<file path="config.mk">
export PLATFORM = sky130hd
export DESIGN_NAME = radix_integer_to_ascii_flat
export DESIGN_NICKNAME = d
export VERILOG_FILES = /design/src/hdl/ritoa_pkg.sv /design/src/hdl/ritoa_if.sv /design/src/hdl/ritoa_dp.sv /design/src/hdl/ritoa_ctrl.sv /design/src/hdl/radix_integer_to_ascii.sv /design/src/flat_wrapper.sv
export SDC_FILE = /design/constraint.sdc
export NUM_CORES = 1
export LEC_CHECK = 0
export BUFFER_PORTS_ARGS = -buffer_cell sky130_fd_sc_hd__buf_2
export CORE_UTILIZATION = 60
export CTS_CLUSTER_SIZE = 16
export DETAILED_ROUTE_END_ITERATION = 7
export PLACE_DENSITY_LB_ADDON = 0.25
export SLEW_MARGIN = 15
export SYNTH_ARGS = -nofsm -noshare
export SYNTH_HDL_FRONTEND = slang
export SYNTH_SLANG_ARGS = --single-unit
</file>
<file path="constraint.sdc">
create_clock -name clk -period 15.9 [get_ports clk]
set_clock_uncertainty 0.1 [all_clocks]
set_input_delay 4.77 -clock clk [delete_from_list [all_inputs] [get_ports clk]]
set_output_delay 4.77 -clock clk [all_outputs]
set_load 0.02 [all_outputs]
</file>
<file path="src/hdl/ritoa_pkg.sv">
`default_nettype none

package ritoa_pkg;

    // Fixed field widths
    localparam int VALUE_W = 64;
    localparam int BASE_W  = 6;
    localparam int DIGIT_W = 6;
    localparam int CHAR_W  = 8;
    localparam int LEN_W   = 7;
    localparam int CAP_W   = 8;

    // Quotient bits resolved per divider cycle
    localparam int STEP_BITS = 4;

    localparam logic [BASE_W-1:0]  BASE_MIN    = 6'd2;
    localparam logic [BASE_W-1:0]  BASE_MAX    = 6'd36;
    localparam logic [DIGIT_W-1:0] DEC_LIMIT   = 6'd10;
    localparam logic [CAP_W-1:0]   CAP_RESET   = 8'd66;
    localparam logic [CHAR_W-1:0]  CHAR_ZERO   = 8'h30;  // '0'
    localparam logic [CHAR_W-1:0]  CHAR_ALPHA  = 8'h37;  // '7', so 10 maps to 'A'
    localparam logic [CHAR_W-1:0]  CHAR_LET_A  = 8'h41;  // 'A'
    localparam logic [CHAR_W-1:0]  CHAR_LET_Z  = 8'h5A;  // 'Z'
    localparam logic [CHAR_W-1:0]  CHAR_NINE   = 8'h39;  // '9'
    localparam logic [CHAR_W-1:0]  CHAR_NONE   = 8'h00;

    // Controller to datapath
    typedef struct packed {
        logic load_in;
        logic div_step;
        logic idx_init;
        logic rd_en;
        logic emit_digit;
        logic emit_error;
    } ritoa_cmd_t;

    // Datapath to controller
    typedef struct packed {
        logic base_ok;
        logic div_last;
        logic quot_zero;
        logic fits;
        logic idx_zero;
        logic out_free;
    } ritoa_sts_t;

    // Digit value to ASCII character
    function automatic logic [CHAR_W-1:0] digit_char(input logic [DIGIT_W-1:0] d);
        logic [CHAR_W-1:0] c;
        if (d < DEC_LIMIT)
        begin
            c = CHAR_ZERO + CHAR_W'(d);
        end
        else
        begin
            c = CHAR_ALPHA + CHAR_W'(d);
        end
        return c;
    endfunction

endpackage

`default_nettype wire

</file>
<file path="src/hdl/ritoa_if.sv">
`default_nettype none

// Input item channel
interface ritoa_in_if;
    logic                               valid;
    logic                               ready;
    logic [ritoa_pkg::VALUE_W-1:0]      value;
    logic                               is_signed;
    logic [ritoa_pkg::BASE_W-1:0]       base;

    modport source (output valid, output value, output is_signed, output base, input ready);
    modport sink   (input valid, input value, input is_signed, input base, output ready);
endinterface

// Result channel, one character per transfer
interface ritoa_out_if;
    logic                               valid;
    logic                               ready;
    logic [ritoa_pkg::CHAR_W-1:0]       ch;
    logic                               negative;
    logic                               last;
    logic                               error;
    logic [ritoa_pkg::LEN_W-1:0]        length;

    modport source (output valid, output ch, output negative, output last, output error,
                    output length, input ready);
    modport sink   (input valid, input ch, input negative, input last, input error,
                    input length, output ready);
endinterface

`default_nettype wire

</file>
<file path="src/hdl/ritoa_dp.sv">
`default_nettype none

module ritoa_dp #(
    parameter int VALUE_BITS = 64
) (
    input  wire logic                           clk,
    input  wire logic                           rst_n,
    input  wire ritoa_pkg::ritoa_cmd_t          cmd,
    output ritoa_pkg::ritoa_sts_t               sts,
    input  wire logic [ritoa_pkg::VALUE_W-1:0]  item_value,
    input  wire logic                           item_is_signed,
    input  wire logic [ritoa_pkg::BASE_W-1:0]   item_base,
    input  wire logic                           cfg_wr_en,
    input  wire logic [ritoa_pkg::CAP_W-1:0]    cfg_wr_data,
    ritoa_out_if.source                         result
);

    // Dividend register padded to a whole number of divider steps
    localparam int WPAD   = ((VALUE_BITS + ritoa_pkg::STEP_BITS - 1) / ritoa_pkg::STEP_BITS)
                            * ritoa_pkg::STEP_BITS;
    localparam int ITERS  = WPAD / ritoa_pkg::STEP_BITS;
    localparam int ITER_W = (ITERS > 1) ? $clog2(ITERS) : 1;
    localparam int CNT_W  = $clog2(VALUE_BITS + 1);
    localparam int ADDR_W = $clog2(VALUE_BITS);

    logic [VALUE_BITS-1:0]              vm;
    logic                               in_neg;
    logic [VALUE_BITS-1:0]              mag;

    logic [WPAD-1:0]                    d_reg;
    logic [ritoa_pkg::DIGIT_W-1:0]      rem_reg;
    logic [ritoa_pkg::BASE_W-1:0]       base_reg;
    logic                               neg_reg;
    logic [ITER_W-1:0]                  iter_reg;
    logic [CNT_W-1:0]                   cnt_reg;
    logic [ADDR_W-1:0]                  idx_reg;
    logic [ritoa_pkg::CAP_W-1:0]        cap_reg;
    logic [ritoa_pkg::DIGIT_W-1:0]      rd_data_reg;

    logic [ritoa_pkg::DIGIT_W-1:0]      digit_mem [VALUE_BITS];

    logic                               out_valid_reg;
    logic [ritoa_pkg::CHAR_W-1:0]       out_ch_reg;
    logic                               out_neg_reg;
    logic                               out_last_reg;
    logic                               out_err_reg;
    logic [ritoa_pkg::LEN_W-1:0]        out_len_reg;

    logic [ritoa_pkg::DIGIT_W:0]        trial;
    logic [ritoa_pkg::DIGIT_W-1:0]      r_step;
    logic [WPAD-1:0]                    q_step;
    logic                               div_last;
    logic [ritoa_pkg::LEN_W-1:0]        len;
    logic                               out_free;

    // Magnitude of the incoming value
    always_comb
    begin
        vm     = item_value[VALUE_BITS-1:0];
        in_neg = item_is_signed & vm[VALUE_BITS-1];
        mag    = in_neg ? (~vm + 1'b1) : vm;
    end

    // Restoring divide, STEP_BITS quotient bits per cycle
    always_comb
    begin
        r_step = rem_reg;
        q_step = d_reg;
        trial  = '0;
        for (int i = 0; i < ritoa_pkg::STEP_BITS; i++)
        begin
            trial  = {r_step, q_step[WPAD-1]};
            q_step = {q_step[WPAD-2:0], 1'b0};
            if (trial >= {1'b0, base_reg})
            begin
                trial     = trial - {1'b0, base_reg};
                q_step[0] = 1'b1;
            end
            r_step = trial[ritoa_pkg::DIGIT_W-1:0];
        end
    end

    assign div_last = (iter_reg == ITER_W'(ITERS - 1));
    assign len      = ritoa_pkg::LEN_W'(cnt_reg) + ritoa_pkg::LEN_W'(neg_reg);
    assign out_free = !out_valid_reg || result.ready;

    // Status back to the controller
    always_comb
    begin
        sts.base_ok   = (item_base >= ritoa_pkg::BASE_MIN) && (item_base <= ritoa_pkg::BASE_MAX);
        sts.div_last  = div_last;
        sts.quot_zero = (q_step == '0);
        sts.fits      = (cap_reg > ritoa_pkg::CAP_W'(len));
        sts.idx_zero  = (idx_reg == '0);
        sts.out_free  = out_free;
    end

    // Control counters, config register and result valid
    always_ff @(posedge clk or negedge rst_n)
    begin
        if (!rst_n)
        begin
            iter_reg      <= '0;
            cnt_reg       <= '0;
            idx_reg       <= '0;
            cap_reg       <= ritoa_pkg::CAP_RESET;
            out_valid_reg <= 1'b0;
        end
        else
        begin
            if (cfg_wr_en)
            begin
                cap_reg <= cfg_wr_data;
            end

            if (cmd.load_in)
            begin
                iter_reg <= '0;
                cnt_reg  <= '0;
            end
            else if (cmd.div_step)
            begin
                if (div_last)
                begin
                    iter_reg <= '0;
                    cnt_reg  <= cnt_reg + 1'b1;
                end
                else
                begin
                    iter_reg <= iter_reg + 1'b1;
                end
            end

            if (cmd.idx_init)
            begin
                idx_reg <= ADDR_W'(cnt_reg - 1'b1);
            end
            else if (cmd.emit_digit)
            begin
                idx_reg <= idx_reg - 1'b1;
            end

            if (cmd.emit_digit || cmd.emit_error)
            begin
                out_valid_reg <= 1'b1;
            end
            else if (result.ready)
            begin
                out_valid_reg <= 1'b0;
            end
        end
    end

    // Operand and divider registers
    always_ff @(posedge clk)
    begin
        if (cmd.load_in)
        begin
            d_reg    <= WPAD'(mag);
            rem_reg  <= '0;
            base_reg <= item_base;
            neg_reg  <= in_neg;
        end
        else if (cmd.div_step)
        begin
            d_reg   <= q_step;
            rem_reg <= div_last ? '0 : r_step;
        end
    end

    // Digit store, least significant digit at address zero
    always_ff @(posedge clk)
    begin
        if (cmd.div_step && div_last)
        begin
            digit_mem[cnt_reg[ADDR_W-1:0]] <= r_step;
        end
        if (cmd.rd_en)
        begin
            rd_data_reg <= digit_mem[idx_reg];
        end
    end

    // Result payload register
    always_ff @(posedge clk)
    begin
        if (cmd.emit_digit)
        begin
            out_ch_reg   <= ritoa_pkg::digit_char(rd_data_reg);
            out_neg_reg  <= neg_reg;
            out_last_reg <= (idx_reg == '0);
            out_err_reg  <= 1'b0;
            out_len_reg  <= (idx_reg == '0) ? len : '0;
        end
        else if (cmd.emit_error)
        begin
            out_ch_reg   <= ritoa_pkg::CHAR_NONE;
            out_neg_reg  <= 1'b0;
            out_last_reg <= 1'b1;
            out_err_reg  <= 1'b1;
            out_len_reg  <= '0;
        end
    end

    assign result.valid    = out_valid_reg;
    assign result.ch       = out_ch_reg;
    assign result.negative = out_neg_reg;
    assign result.last     = out_last_reg;
    assign result.error    = out_err_reg;
    assign result.length   = out_len_reg;

endmodule

`default_nettype wire

</file>
<file path="src/hdl/ritoa_ctrl.sv">
`default_nettype none

module ritoa_ctrl (
    input  wire logic                   clk,
    input  wire logic                   rst_n,
    input  wire logic                   item_valid,
    output logic                        item_ready,
    input  wire ritoa_pkg::ritoa_sts_t  sts,
    output ritoa_pkg::ritoa_cmd_t       cmd
);

    typedef enum logic [2:0] {
        ST_IDLE,
        ST_DIV,
        ST_CHECK,
        ST_EMIT_RD,
        ST_EMIT_WR,
        ST_ERR
    } state_t;

    state_t state_reg;
    state_t state_next;

    // Next state and datapath commands
    always_comb
    begin
        state_next = state_reg;
        cmd        = '0;
        item_ready = 1'b0;
        case (state_reg)
            ST_IDLE:
            begin
                item_ready = 1'b1;
                if (item_valid)
                begin
                    cmd.load_in = 1'b1;
                    state_next  = sts.base_ok ? ST_DIV : ST_ERR;
                end
            end
            ST_DIV:
            begin
                cmd.div_step = 1'b1;
                if (sts.div_last && sts.quot_zero)
                begin
                    state_next = ST_CHECK;
                end
            end
            ST_CHECK:
            begin
                if (sts.fits)
                begin
                    cmd.idx_init = 1'b1;
                    state_next   = ST_EMIT_RD;
                end
                else
                begin
                    state_next = ST_ERR;
                end
            end
            ST_EMIT_RD:
            begin
                cmd.rd_en  = 1'b1;
                state_next = ST_EMIT_WR;
            end
            ST_EMIT_WR:
            begin
                if (sts.out_free)
                begin
                    cmd.emit_digit = 1'b1;
                    state_next     = sts.idx_zero ? ST_IDLE : ST_EMIT_RD;
                end
            end
            ST_ERR:
            begin
                if (sts.out_free)
                begin
                    cmd.emit_error = 1'b1;
                    state_next     = ST_IDLE;
                end
            end
            default:
            begin
                state_next = ST_IDLE;
            end
        endcase
    end

    // State register
    always_ff @(posedge clk or negedge rst_n)
    begin
        if (!rst_n)
        begin
            state_reg <= ST_IDLE;
        end
        else
        begin
            state_reg <= state_next;
        end
    end

endmodule

`default_nettype wire

</file>
<file path="src/hdl/radix_integer_to_ascii.sv">
// Channel   Dir   Payload                                   Transfer
// item      in    value[64], is_signed, base[6]             valid & ready
// result    out   ch[8], negative, last, error, length[7]   valid & ready
// cfg       in    cfg_wr_data[8] (buffer_capacity)          cfg_wr_en
//
// One item at a time. Each digit is computed in the shared 4-bit-per-cycle
// divider; each character then passes from the digit RAM through a registered
// read and the result register. The next item is taken while the last
// character still waits in the result register. A stalled result holds the
// emitter; reset is asynchronous.
`default_nettype none

module radix_integer_to_ascii #(
    parameter int VALUE_BITS = 64
) (
    input  wire logic                           clk,
    input  wire logic                           rst_n,
    ritoa_in_if.sink                            item,
    ritoa_out_if.source                         result,
    input  wire logic                           cfg_wr_en,
    input  wire logic [ritoa_pkg::CAP_W-1:0]    cfg_wr_data
);

    ritoa_pkg::ritoa_cmd_t cmd;
    ritoa_pkg::ritoa_sts_t sts;

    ritoa_ctrl u_ctrl (
        .clk        (clk),
        .rst_n      (rst_n),
        .item_valid (item.valid),
        .item_ready (item.ready),
        .sts        (sts),
        .cmd        (cmd)
    );

    ritoa_dp #(
        .VALUE_BITS (VALUE_BITS)
    ) u_dp (
        .clk            (clk),
        .rst_n          (rst_n),
        .cmd            (cmd),
        .sts            (sts),
        .item_value     (item.value),
        .item_is_signed (item.is_signed),
        .item_base      (item.base),
        .cfg_wr_en      (cfg_wr_en),
        .cfg_wr_data    (cfg_wr_data),
        .result         (result)
    );

endmodule

`default_nettype wire

</file>
<file path="src/flat_wrapper.sv">
// flat-port wrapper written by rule: the top's interface ports become plain ports
module radix_integer_to_ascii_flat 
#(
    parameter int VALUE_BITS = 64
)
  (clk, rst_n, cfg_wr_en, cfg_wr_data, item_valid, item_value, item_is_signed, item_base, item_ready, result_valid, result_ch, result_negative, result_last, result_error, result_length, result_ready);
  ritoa_in_if item_i ();
  ritoa_out_if result_i ();
  input  wire logic clk;
  input  wire logic rst_n;
  input  wire logic cfg_wr_en;
  input  wire logic [ritoa_pkg::CAP_W-1:0] cfg_wr_data;
  input wire logic [$bits(item_i.valid)-1:0] item_valid;
  input wire logic [$bits(item_i.value)-1:0] item_value;
  input wire logic [$bits(item_i.is_signed)-1:0] item_is_signed;
  input wire logic [$bits(item_i.base)-1:0] item_base;
  output wire logic [$bits(item_i.ready)-1:0] item_ready;
  output wire logic [$bits(result_i.valid)-1:0] result_valid;
  output wire logic [$bits(result_i.ch)-1:0] result_ch;
  output wire logic [$bits(result_i.negative)-1:0] result_negative;
  output wire logic [$bits(result_i.last)-1:0] result_last;
  output wire logic [$bits(result_i.error)-1:0] result_error;
  output wire logic [$bits(result_i.length)-1:0] result_length;
  input wire logic [$bits(result_i.ready)-1:0] result_ready;
  assign item_i.valid = item_valid;
  assign item_i.value = item_value;
  assign item_i.is_signed = item_is_signed;
  assign item_i.base = item_base;
  assign item_ready = item_i.ready;
  assign result_valid = result_i.valid;
  assign result_ch = result_i.ch;
  assign result_negative = result_i.negative;
  assign result_last = result_i.last;
  assign result_error = result_i.error;
  assign result_length = result_i.length;
  assign result_i.ready = result_ready;
  radix_integer_to_ascii #(.VALUE_BITS(VALUE_BITS)) u_core (.clk(clk), .rst_n(rst_n), .item(item_i), .result(result_i), .cfg_wr_en(cfg_wr_en), .cfg_wr_data(cfg_wr_data));
endmodule
</file>
* Word-level counts from Yosys, hierarchy flattened
Memories as Yosys holds them, arrays and structs flattened. A register that Yosys moved wholly into a read port is not among the register bits.
Index checks and enable logic that the tools add are counted.
** Cells by class
- Add/sub/neg operators :: 12
- Order comparisons :: 8
- Equality and inequality tests :: 10
- Mux-type cells :: 52
- Bitwise gates (word level) :: 2
- Reduce and logical (&&, ||, !) cells :: 16
** Operators by type and width (number)
- 2-to-1 mux 64 bit :: 3
- adder 64 x 1 -> 64 bit (second input constant) :: 1
- zero test 64 bit :: 1
- inverter 64 bit :: 1
- 2-to-1 mux 7 bit :: 7
- 2-to-1 mux 6 bit :: 7
- greater-or-equal comparator 7 x 6 -> 1 bit :: 4
- subtractor 6 bit :: 4
- 2-to-1 mux 1 bit :: 22
- 2-to-1 mux 3 bit :: 6
- one-hot mux 3 bit (6 select lines) :: 1
- 2-to-1 mux 8 bit :: 2
- adder 6 x 6 -> 7 bit (first input constant) :: 2
- 2-to-1 mux 4 bit :: 3
- subtractor 6 x 1 -> 6 bit (second input constant) :: 2
- nonzero test 2 bit :: 5
- greater-than comparator 8 x 7 -> 1 bit :: 1
- != test 2 bit (second input constant) :: 4
- adder 7 x 1 -> 7 bit :: 1
- adder 7 x 1 -> 7 bit (second input constant) :: 1
- == test 3 x 2 -> 1 bit (second input constant) :: 2
- == test 3 bit (second input constant) :: 2
- greater-or-equal comparator 6 x 2 -> 1 bit (second input constant) :: 1
- less-or-equal comparator 6 bit (second input constant) :: 1
- 13 further kinds :: 16
** Word-level totals
- Register bits :: 124
- Memory bits (writable) :: 384
- Bits of input ports :: 84
- Output and inout port bits :: 20
- Memories kept :: 1
** Memory list
- u_core.u_dp.digit_mem :: words 64, width 6, rd ports 1, clocked after memory_dff 1, write ports 1, line ritoa_dp.sv:40 : logic [ritoa_pkg::DIGIT_W-1:0] digit_mem [VALUE_BITS];

* Longest topological paths before layout
Gate-level depths: netlist of the first run.
- Word-level depth :: 12
- Depth in mapped cells :: 34
- Mapped depth without buffers :: 31

* Modules after synthesis
A second synthesis of the first run with hierarchy kept.
** Second synthesis, totals
- Cells, all modules :: 1594
- Area total of the unflattened synthesis :: 23522.6 µm²
** By module, submodules not included
- ritoa_dp :: times used 1, cells an instance 1560, area each 23222.3 µm², sequential area each 15117.0 µm²
- ritoa_ctrl :: times used 1, cells an instance 34, area each 300.3 µm², sequential area each 75.1 µm²

* Worst setup path after synthesis of the first run
Ideal clock, no wire load.
- Kind :: register to register
- Start :: register u_core.u_dp.base_reg[1] (netlist name)
- End :: memory u_core.u_dp.digit_mem[0][4] (netlist name), data pin
- Arrival :: 8949 ps
- Setup slack :: 6287 ps
- Cell stages (with the launch flop) :: 34
- Buffers on the path :: 4
- Cell sequence :: edfxtp_1 inv_1 ha_1 nand2_1 o21ai_0 a21o_1 buf_6 mux2_2 ha_1 and4_1 a31oi_1 o2111ai_1 buf_2 mux2_2 inv_1 ha_1 nor2b_1 o21a_1 o21a_1 o31a_1 a2111oi_4 nand2_1 o21a_1 ha_1 nor2b_1 o21ai_0 a21oi_1 o21ai_0 a21boi_0 a311o_1 or3_1 buf_2 buf_6 mux2i_1
** Between the ends
- Word-level cells in the longest chain between the ends :: 8
- Elaborated cells on any way between the ends :: 12
** RTL lines
- start, declared :: line ritoa_dp.sv:32 : logic [ritoa_pkg::BASE_W-1:0] base_reg;
- start signal, assigned :: line ritoa_dp.sv:161 : base_reg <= item_base;
- subtractor 6 bit / greater-or-equal comparator 7 x 6 -> 1 bit (equally long branches) :: line ritoa_dp.sv:76, ritoa_dp.sv:74
- 2-to-1 mux 6 bit :: line ritoa_dp.sv:74 : if (trial >= {1'b0, base_reg})
- subtractor 6 bit / greater-or-equal comparator 7 x 6 -> 1 bit (equally long branches) :: line ritoa_dp.sv:76, ritoa_dp.sv:74
- 2-to-1 mux 6 bit :: line ritoa_dp.sv:74
- subtractor 6 bit / greater-or-equal comparator 7 x 6 -> 1 bit (equally long branches) :: line ritoa_dp.sv:76, ritoa_dp.sv:74
- 2-to-1 mux 6 bit :: line ritoa_dp.sv:74
- subtractor 6 bit / greater-or-equal comparator 7 x 6 -> 1 bit (equally long branches) :: line ritoa_dp.sv:76, ritoa_dp.sv:74
- 2-to-1 mux 6 bit * :: line ritoa_dp.sv:74
- via u_core.u_dp.trial (one bit) :: line ritoa_dp.sv:49 : logic [ritoa_pkg::DIGIT_W:0] trial;
- end, declared :: line ritoa_dp.sv:40
The timed path passes the listed nets; every way through them passes the cells marked *.

* Worst setup path after layout of the first run
- Start :: register u_core.u_dp.base_reg[4] (netlist name)
- End :: memory u_core.u_dp.digit_mem[47][5] (netlist name), data pin
** Between the ends
- Word-level cells in the longest chain between the ends :: 8
- Elaborated cells on any way between the ends :: 12
** RTL lines (line)
- subtractor 6 bit / greater-or-equal comparator 7 x 6 -> 1 bit (equally long branches) :: ritoa_dp.sv:76, ritoa_dp.sv:74
- 2-to-1 mux 6 bit :: ritoa_dp.sv:74
- subtractor 6 bit / greater-or-equal comparator 7 x 6 -> 1 bit (equally long branches) :: ritoa_dp.sv:76, ritoa_dp.sv:74
- 2-to-1 mux 6 bit :: ritoa_dp.sv:74
- greater-or-equal comparator 7 x 6 -> 1 bit / subtractor 6 bit (equally long branches) :: ritoa_dp.sv:74, ritoa_dp.sv:76
- 2-to-1 mux 6 bit :: ritoa_dp.sv:74
- subtractor 6 bit / greater-or-equal comparator 7 x 6 -> 1 bit (equally long branches) :: ritoa_dp.sv:76, ritoa_dp.sv:74
- 2-to-1 mux 6 bit * :: ritoa_dp.sv:74
- via u_core.u_dp.trial (one bit) :: ritoa_dp.sv:49
Marks and branches as above.

==> reports/metrics.cfg, run 1 <==
[synthesis]
yosys.area_share.xor_xnor_pct = 3.39
synthSimpleGateAreaFrac_pct = 8.14
seq_area_frac_synth_pct = 64.5
synth_cell_types = 77
synthesis.nets = 1685
synth-edff-count = 477
synth.area.mux_share_pct = 13.3
syn-instance-count = 1557
ys_ff_latch = 513
synth_top_family_by_area = multiplexers
synth-compound-area-share_pct = 6.13
synth-adder-area-share_pct = 2.47
syn-cell-area_mm2 = 0.0235
postSynthAreaPerCell_um2 = 15.1
yosysWarnings = 0
synthArstFlopShare_pct = 5.65
synth_ff_type = edfxtp_1

[routing]
ant_nets = 0
num_vias = 14086
routed_wl_um = 54600
viasPerCell = 6.37
remaining_drc_errors = 0
drt_iter0_markers = 1394
first_pass_iters = 6
wl_per_cell_um = 24.7

[floorplanning]
start_util_pct = 60.9
die_h_um = 200
rows = 72
ios = 104
die_area_mm2 = 0.0400
core_mm2 = 0.0386
dieWidth_um = 200

[final_layout]
seq_area_mm2 = 0.0152
multi_input_area_mm2 = 0.00792
finalInstanceArea_mm2 = 0.0263
utilization_pct = 68.2
drive_gt1_share_pct = 21.4
layout_commonest_cell = edfxtp_1
layout_common_cells = edfxtp_1 (477), nor2_1 (150), mux4_2 (126)
largest_reg_flops = 384
fill_cells = 2552
finalNetCount = 1778
syn2layout_area_growth_pct = 11.9

[timing]
hold_viol = 0
finalCriticalPeriod_ps = 10290
finalSetupTns_ps = 0
tightest_slew_ps = 1200
post-route-period-util_pct = 64.7
max_freq_mhz = 97.2
rsz0062_at_grt = no
slew_headroom_pct = 20.1
setup_slack_ps = 5610
drv_slew = 0
setup_violations = 0

[power]
power_switching_mw = 0.542
seq_power_share_pct = 52.4
p_clk_share_pct = 45.6
irDropWorstVdd_mv = 0.0797
intPower_mw = 2.24
power_leakage_nw = 9.27
combPwrFrac_pct = 1.9
power_switching_share_pct = 19.5
pwr_density_cell_mw_per_mm2 = 105

[critical_path]
worst-path-max-fanout = 64
crit_type = reg -> reg
crit_top_cell = ha_1
crit_path_start_kind = register
cp_slowest_cell = mux2_2
worstSetupEndpointType = register
critPathArrivalTime_ps = 10430
crit_required_ps = 16040
crit_path_max_incr_delay_ps = 1140

[clock_network]
numCtsBuffers = 51
path_clk_slew_ps = 60
htree_levels = 2
cts.sinks = 513
cts_resized = 0
cts_buffer_depth = 3
clock_latency_ps = 610
ctsHoldBuffers = 0
cts_root_buf = clkbuf_16
cts_setup_buffers = 0
cts_tree = done

[grt]
grt_usage_pct = 28.7
grt_antenna_before_repair = 3
gr-total-overflow = 0
grt_max_degree = 117
grt_pass1_wl_um = 83700
grt_pass1_vias = 13962

[placed_design]
place.gp.congestion = 0.895
dpl.hpwl_um = 35200
port-buffer-count = 102
dpl_cell_area_mm2 = 0.0245
place_ws_ps = 5770

[flow_run]
maxCapViolations = 0

[worst_hold_path]
hp-class = reg -> reg

[run_status]
run_status = complete, no violations

[layer usage]
metal	up-vias	track usage (%)	share of wire, %
met3	104	4.32	7.5
li1	6241	-	-
met4	0	10.1	2.7
met5	-	0	0
met2	618	46.6	49
met1	7123	39.9	40
[Yosys cell counts, types with 27 or more instances]
| library cell | count | area share [%] |
|---|---|---|
| nor2_1 | 150 | 2.4 |
| inv_1 | 42 | 0.67 |
| edfxtp_1 | 477 | 61 |
| o21ai_0 | 90 | 1.9 |
| xnor2_1 | 57 | 2.1 |
| mux4_2 | 126 | 12 |
| clkbuf_1 | 47 | 0.75 |
| a21oi_1 | 43 | 0.91 |
| xor2_1 | 34 | 1.3 |
| nand2_1 | 109 | 1.7 |
| dfrtp_1 | 27 | 2.9 |
| ha_1 | 40 | 2.1 |
[critical path: cells and delay by family, from the launching register on]
family / cells / cell delay, ps
AO/OA/AOI/OAI: 16 / 4430
multiplexers: 3 / 2070
AND/OR/NAND/NOR: 5 / 1390
adder cells (fa/ha/maj): 4 / 1210
flip-flops: 1 / 370
buffers and inverters: 2 / 300
[final timing paths]
kind                                     startpoint                           end  slack [ps]  cells after the start
hold reg to reg            u_core.u_dp.result.error      u_core.u_dp.result.error         400                      1
max in group asynchronous                     rst_n        u_core.u_dp.idx_reg[1]       10970                      1
setup / recovery            u_core.u_dp.base_reg[4]  u_core.u_dp.digit_mem[47][5]        5610                     30
hold / removal             u_core.u_dp.result.error      u_core.u_dp.result.error         400                      1
min in group asynchronous                     rst_n      u_core.u_dp.result.valid        4150                      1
setup reg to reg            u_core.u_dp.base_reg[4]  u_core.u_dp.digit_mem[47][5]        5610                     30
[final cells by class]
class | count | area share (%)
repair buffers | 116 | 2.38
flip-flops and latches | 513 | 57.7
well taps | 518 | 2.46
multi-input cells | 924 | 30.1
diodes | 3 | 0.0285
clock buffers | 63 | 5.17
clock inverters | 29 | 1.55
inverters | 44 | 0.627
[cells by family (layout without fill, tap and decap cells)]
logic type / after synthesis / in the layout
and+or+nand+nor: 408 / 408
muxes: 153 / 153
DFF: 513 / 513
buffers and inverters: 120 / 252
adders and majority gates: 44 / 44
AOI/OAI and AO/OA: 227 / 227
other: 1 / 4
xor gates and xnor gates: 91 / 91
[metrics by stage]
step | hold slack [ps] | instances | total power [mW]
finish | 396 | 2210 | 2.78
global route | 443 | 2210 | 2.85
CTS | 394 | 2206 | 2.79
detailed placement | 373 | 2114 | 1.54
global placement | 364 | 2114 | 1.54
floorplan | 351 | 1557 | 1.51
[power by group through the flow]
stage          Clock [mW]  Sequential, mW  Combinational [mW]
4_1_cts              1.28            1.46              0.0533
3_5_place_dp            0            1.49              0.0527
2_1_floorplan           0            1.49              0.0281
6_report             1.27            1.46              0.0535
5_1_grt              1.33            1.46              0.0591
3_3_place_gp            0            1.49              0.0513
(Power assumes the default switching activity.)
==> inputs of run 2 (changes only) <==
--- a/config.mk
+++ b/config.mk
@@ -6,7 +6,7 @@
 export NUM_CORES = 1
 export LEC_CHECK = 0
 export BUFFER_PORTS_ARGS = -buffer_cell sky130_fd_sc_hd__buf_2
-export CORE_UTILIZATION = 60
+export CORE_UTILIZATION = 56
 export CTS_CLUSTER_SIZE = 16
 export DETAILED_ROUTE_END_ITERATION = 7
 export PLACE_DENSITY_LB_ADDON = 0.25
==> constraint.sdc (replaced) <==
create_clock -name clk -period 8.92 [get_ports clk]
set_clock_uncertainty 0.1 [all_clocks]
set_input_delay 2.676 -clock clk [delete_from_list [all_inputs] [get_ports clk]]
set_output_delay 2.676 -clock clk [all_outputs]
set_load 0.02 [all_outputs]
==> run 2 against run 1 <==
Net effect:
- the flow now finishes with violations (DRC)
- largest cell class unchanged
- critical path depth rose by 1
- hold slack improved by 8.4 ps
- design area rose by 0.13%
- first-iteration DRC count down 12%
- sequential power is 78% higher
- critical endpoint is now u_core.u_dp.digit_mem[4][4]
- clock power up 70%
- register-to-register slack got worse by 5100 ps
- final cell count grew 1.0%
- combinational power rose by 78%
- global-route usage is 2.7 points lower
- die area up 7.1%
- core utilization decreased by 4.0 points
==> reports/metrics.cfg, run 2 (same netlist as run 1, synthesis figures left out) <==
[floorplanning]
ios = 104
dieWidth_um = 207
start_util_pct = 57.3
core_mm2 = 0.0411
rows = 74
die_area_mm2 = 0.0429
die_h_um = 207

[critical_path]
critPathArrivalTime_ps = 8730
crit_path_max_incr_delay_ps = 570
crit_path_start_kind = register
cp_slowest_cell = mux2i_4
worstSetupEndpointType = register
worst-path-max-fanout = 32
crit_type = reg -> reg
crit_required_ps = 9250

[routing]
first_pass_iters = 7
wl_per_cell_um = 24.5
remaining_drc_errors = 3
num_vias = 14010
viasPerCell = 6.27
drt_iter0_markers = 1230
ant_nets = 0
routed_wl_um = 54600

[final_layout]
syn2layout_area_growth_pct = 12.1
drive_gt1_share_pct = 21.9
layout_common_cells = edfxtp_1 (477), nor2_1 (150), mux4_2 (126)
layout_commonest_cell = edfxtp_1
utilization_pct = 64.2
finalInstanceArea_mm2 = 0.0264
largest_reg_flops = 384
fin_cells = 2233
finalNetCount = 1788

[timing]
max_freq_mhz = 119
finalCriticalPeriod_ps = 8400
finalSetupTns_ps = 0
setup_slack_ps = 523
fin_hold_ws_ps = 404
drv_slew = 0
tightest_slew_ps = 1030
slew_headroom_pct = 31.5
post-route-period-util_pct = 94.1
setup_violations = 0
hold_viol = 0
rsz0062_at_grt = no

[power]
irDropWorstVdd_mv = 0.124
p_total_mw = 4.85
power_leakage_nw = 9.28
pwr_density_cell_mw_per_mm2 = 184

[clock_network]
ctsHoldBuffers = 0
cts_buffer_depth = 3
htree_levels = 2
numCtsBuffers = 52
cts.sinks = 513
cts_tree = done
path_clk_slew_ps = 60
clock_latency_ps = 600
cts_root_buf = clkbuf_16

[run_status]
violations = DRC
run_status = complete, but fails checks

[placed_design]
place.gp.congestion = 0.896
port-buffer-count = 102
dp.cells = 2137
place_ws_ps = 20.8
dpl.hpwl_um = 35800
dpl_cell_area_mm2 = 0.0247

[worst_hold_path]
hp-class = reg -> reg

[flow_run]
maxCapViolations = 0

[grt]
grt_usage_pct = 25.9
grt_max_degree = 122
grt_pass1_wl_um = 83200
gr-total-overflow = 0
grt_pass1_vias = 14046
grt_antenna_before_repair = 1

## run 2: layout make-up
| type | instances | area [µm²] |
|---|---|---|
| Multi-Input combinational cell | 925 | 7950 |
| Timing Repair Buffer | 124 | 721 |
| Tap cell | 532 | 666 |
| Fill cell | 2944 | 14700 |
| Antenna cell | 1 | 2.50 |
| Inverter | 44 | 165 |
| Clock inverter | 28 | 300 |
| Clock buffer | 66 | 1380 |
| Sequential cell | 513 | 15200 |
## run 2: repair_timing
| item | in CTS | in global routing |
|---|---|---|
| buffers inserted | 0 | 0 |
| resized for setup | 1 | 7 |
| setup endpoints to repair | 5 | 385 |
| pin swaps | 0 | 0 |
| gates cloned | 0 | 1 |
## run 2: worst paths after layout
check | slack [ps] | endpoint | cells past startpoint | start
max | 520 | u_core.u_dp.digit_mem[4][4] | 31 | u_core.u_dp.base_reg[4]
min | 400 | u_core.u_dp.result.error | 1 | u_core.u_dp.result.error
max reg2reg | 520 | u_core.u_dp.digit_mem[4][4] | 31 | u_core.u_dp.base_reg[4]
min reg2reg | 400 | u_core.u_dp.result.error | 1 | u_core.u_dp.result.error
max in group asynchronous | 6120 | u_core.u_dp.idx_reg[3] | 1 | rst_n
min in group asynchronous | 2040 | u_core.u_dp.result.valid | 1 | rst_n
## run 2: layer usage
layer / GRT usage [%] / vias up / share of wire (%)
li1: - / 6264 / -
met1: 36.6 / 7066 / 42
met2: 41.2 / 563 / 48
met3: 4.76 / 117 / 7.7
met4: 8.36 / 0 / 2.8
met5: 0 / - / 0
## run 2: critical path, delay by kind of cell (launching register included)
family / cells / cell delay, ps
compound gates: 17 / 3690
mux: 3 / 1310
fa+ha+maj: 4 / 1220
simple gates: 4 / 980
buf+inv: 3 / 540
flops: 1 / 350
## run 2: power breakdown
part | switching [mW] | internal [mW] | total (mW)
Combinational | 0.0523 | 0.0428 | 0.0952
Sequential | 0.00258 | 2.60 | 2.60
Clock | 0.895 | 1.26 | 2.16
Total | 0.950 | 3.90 | 4.85
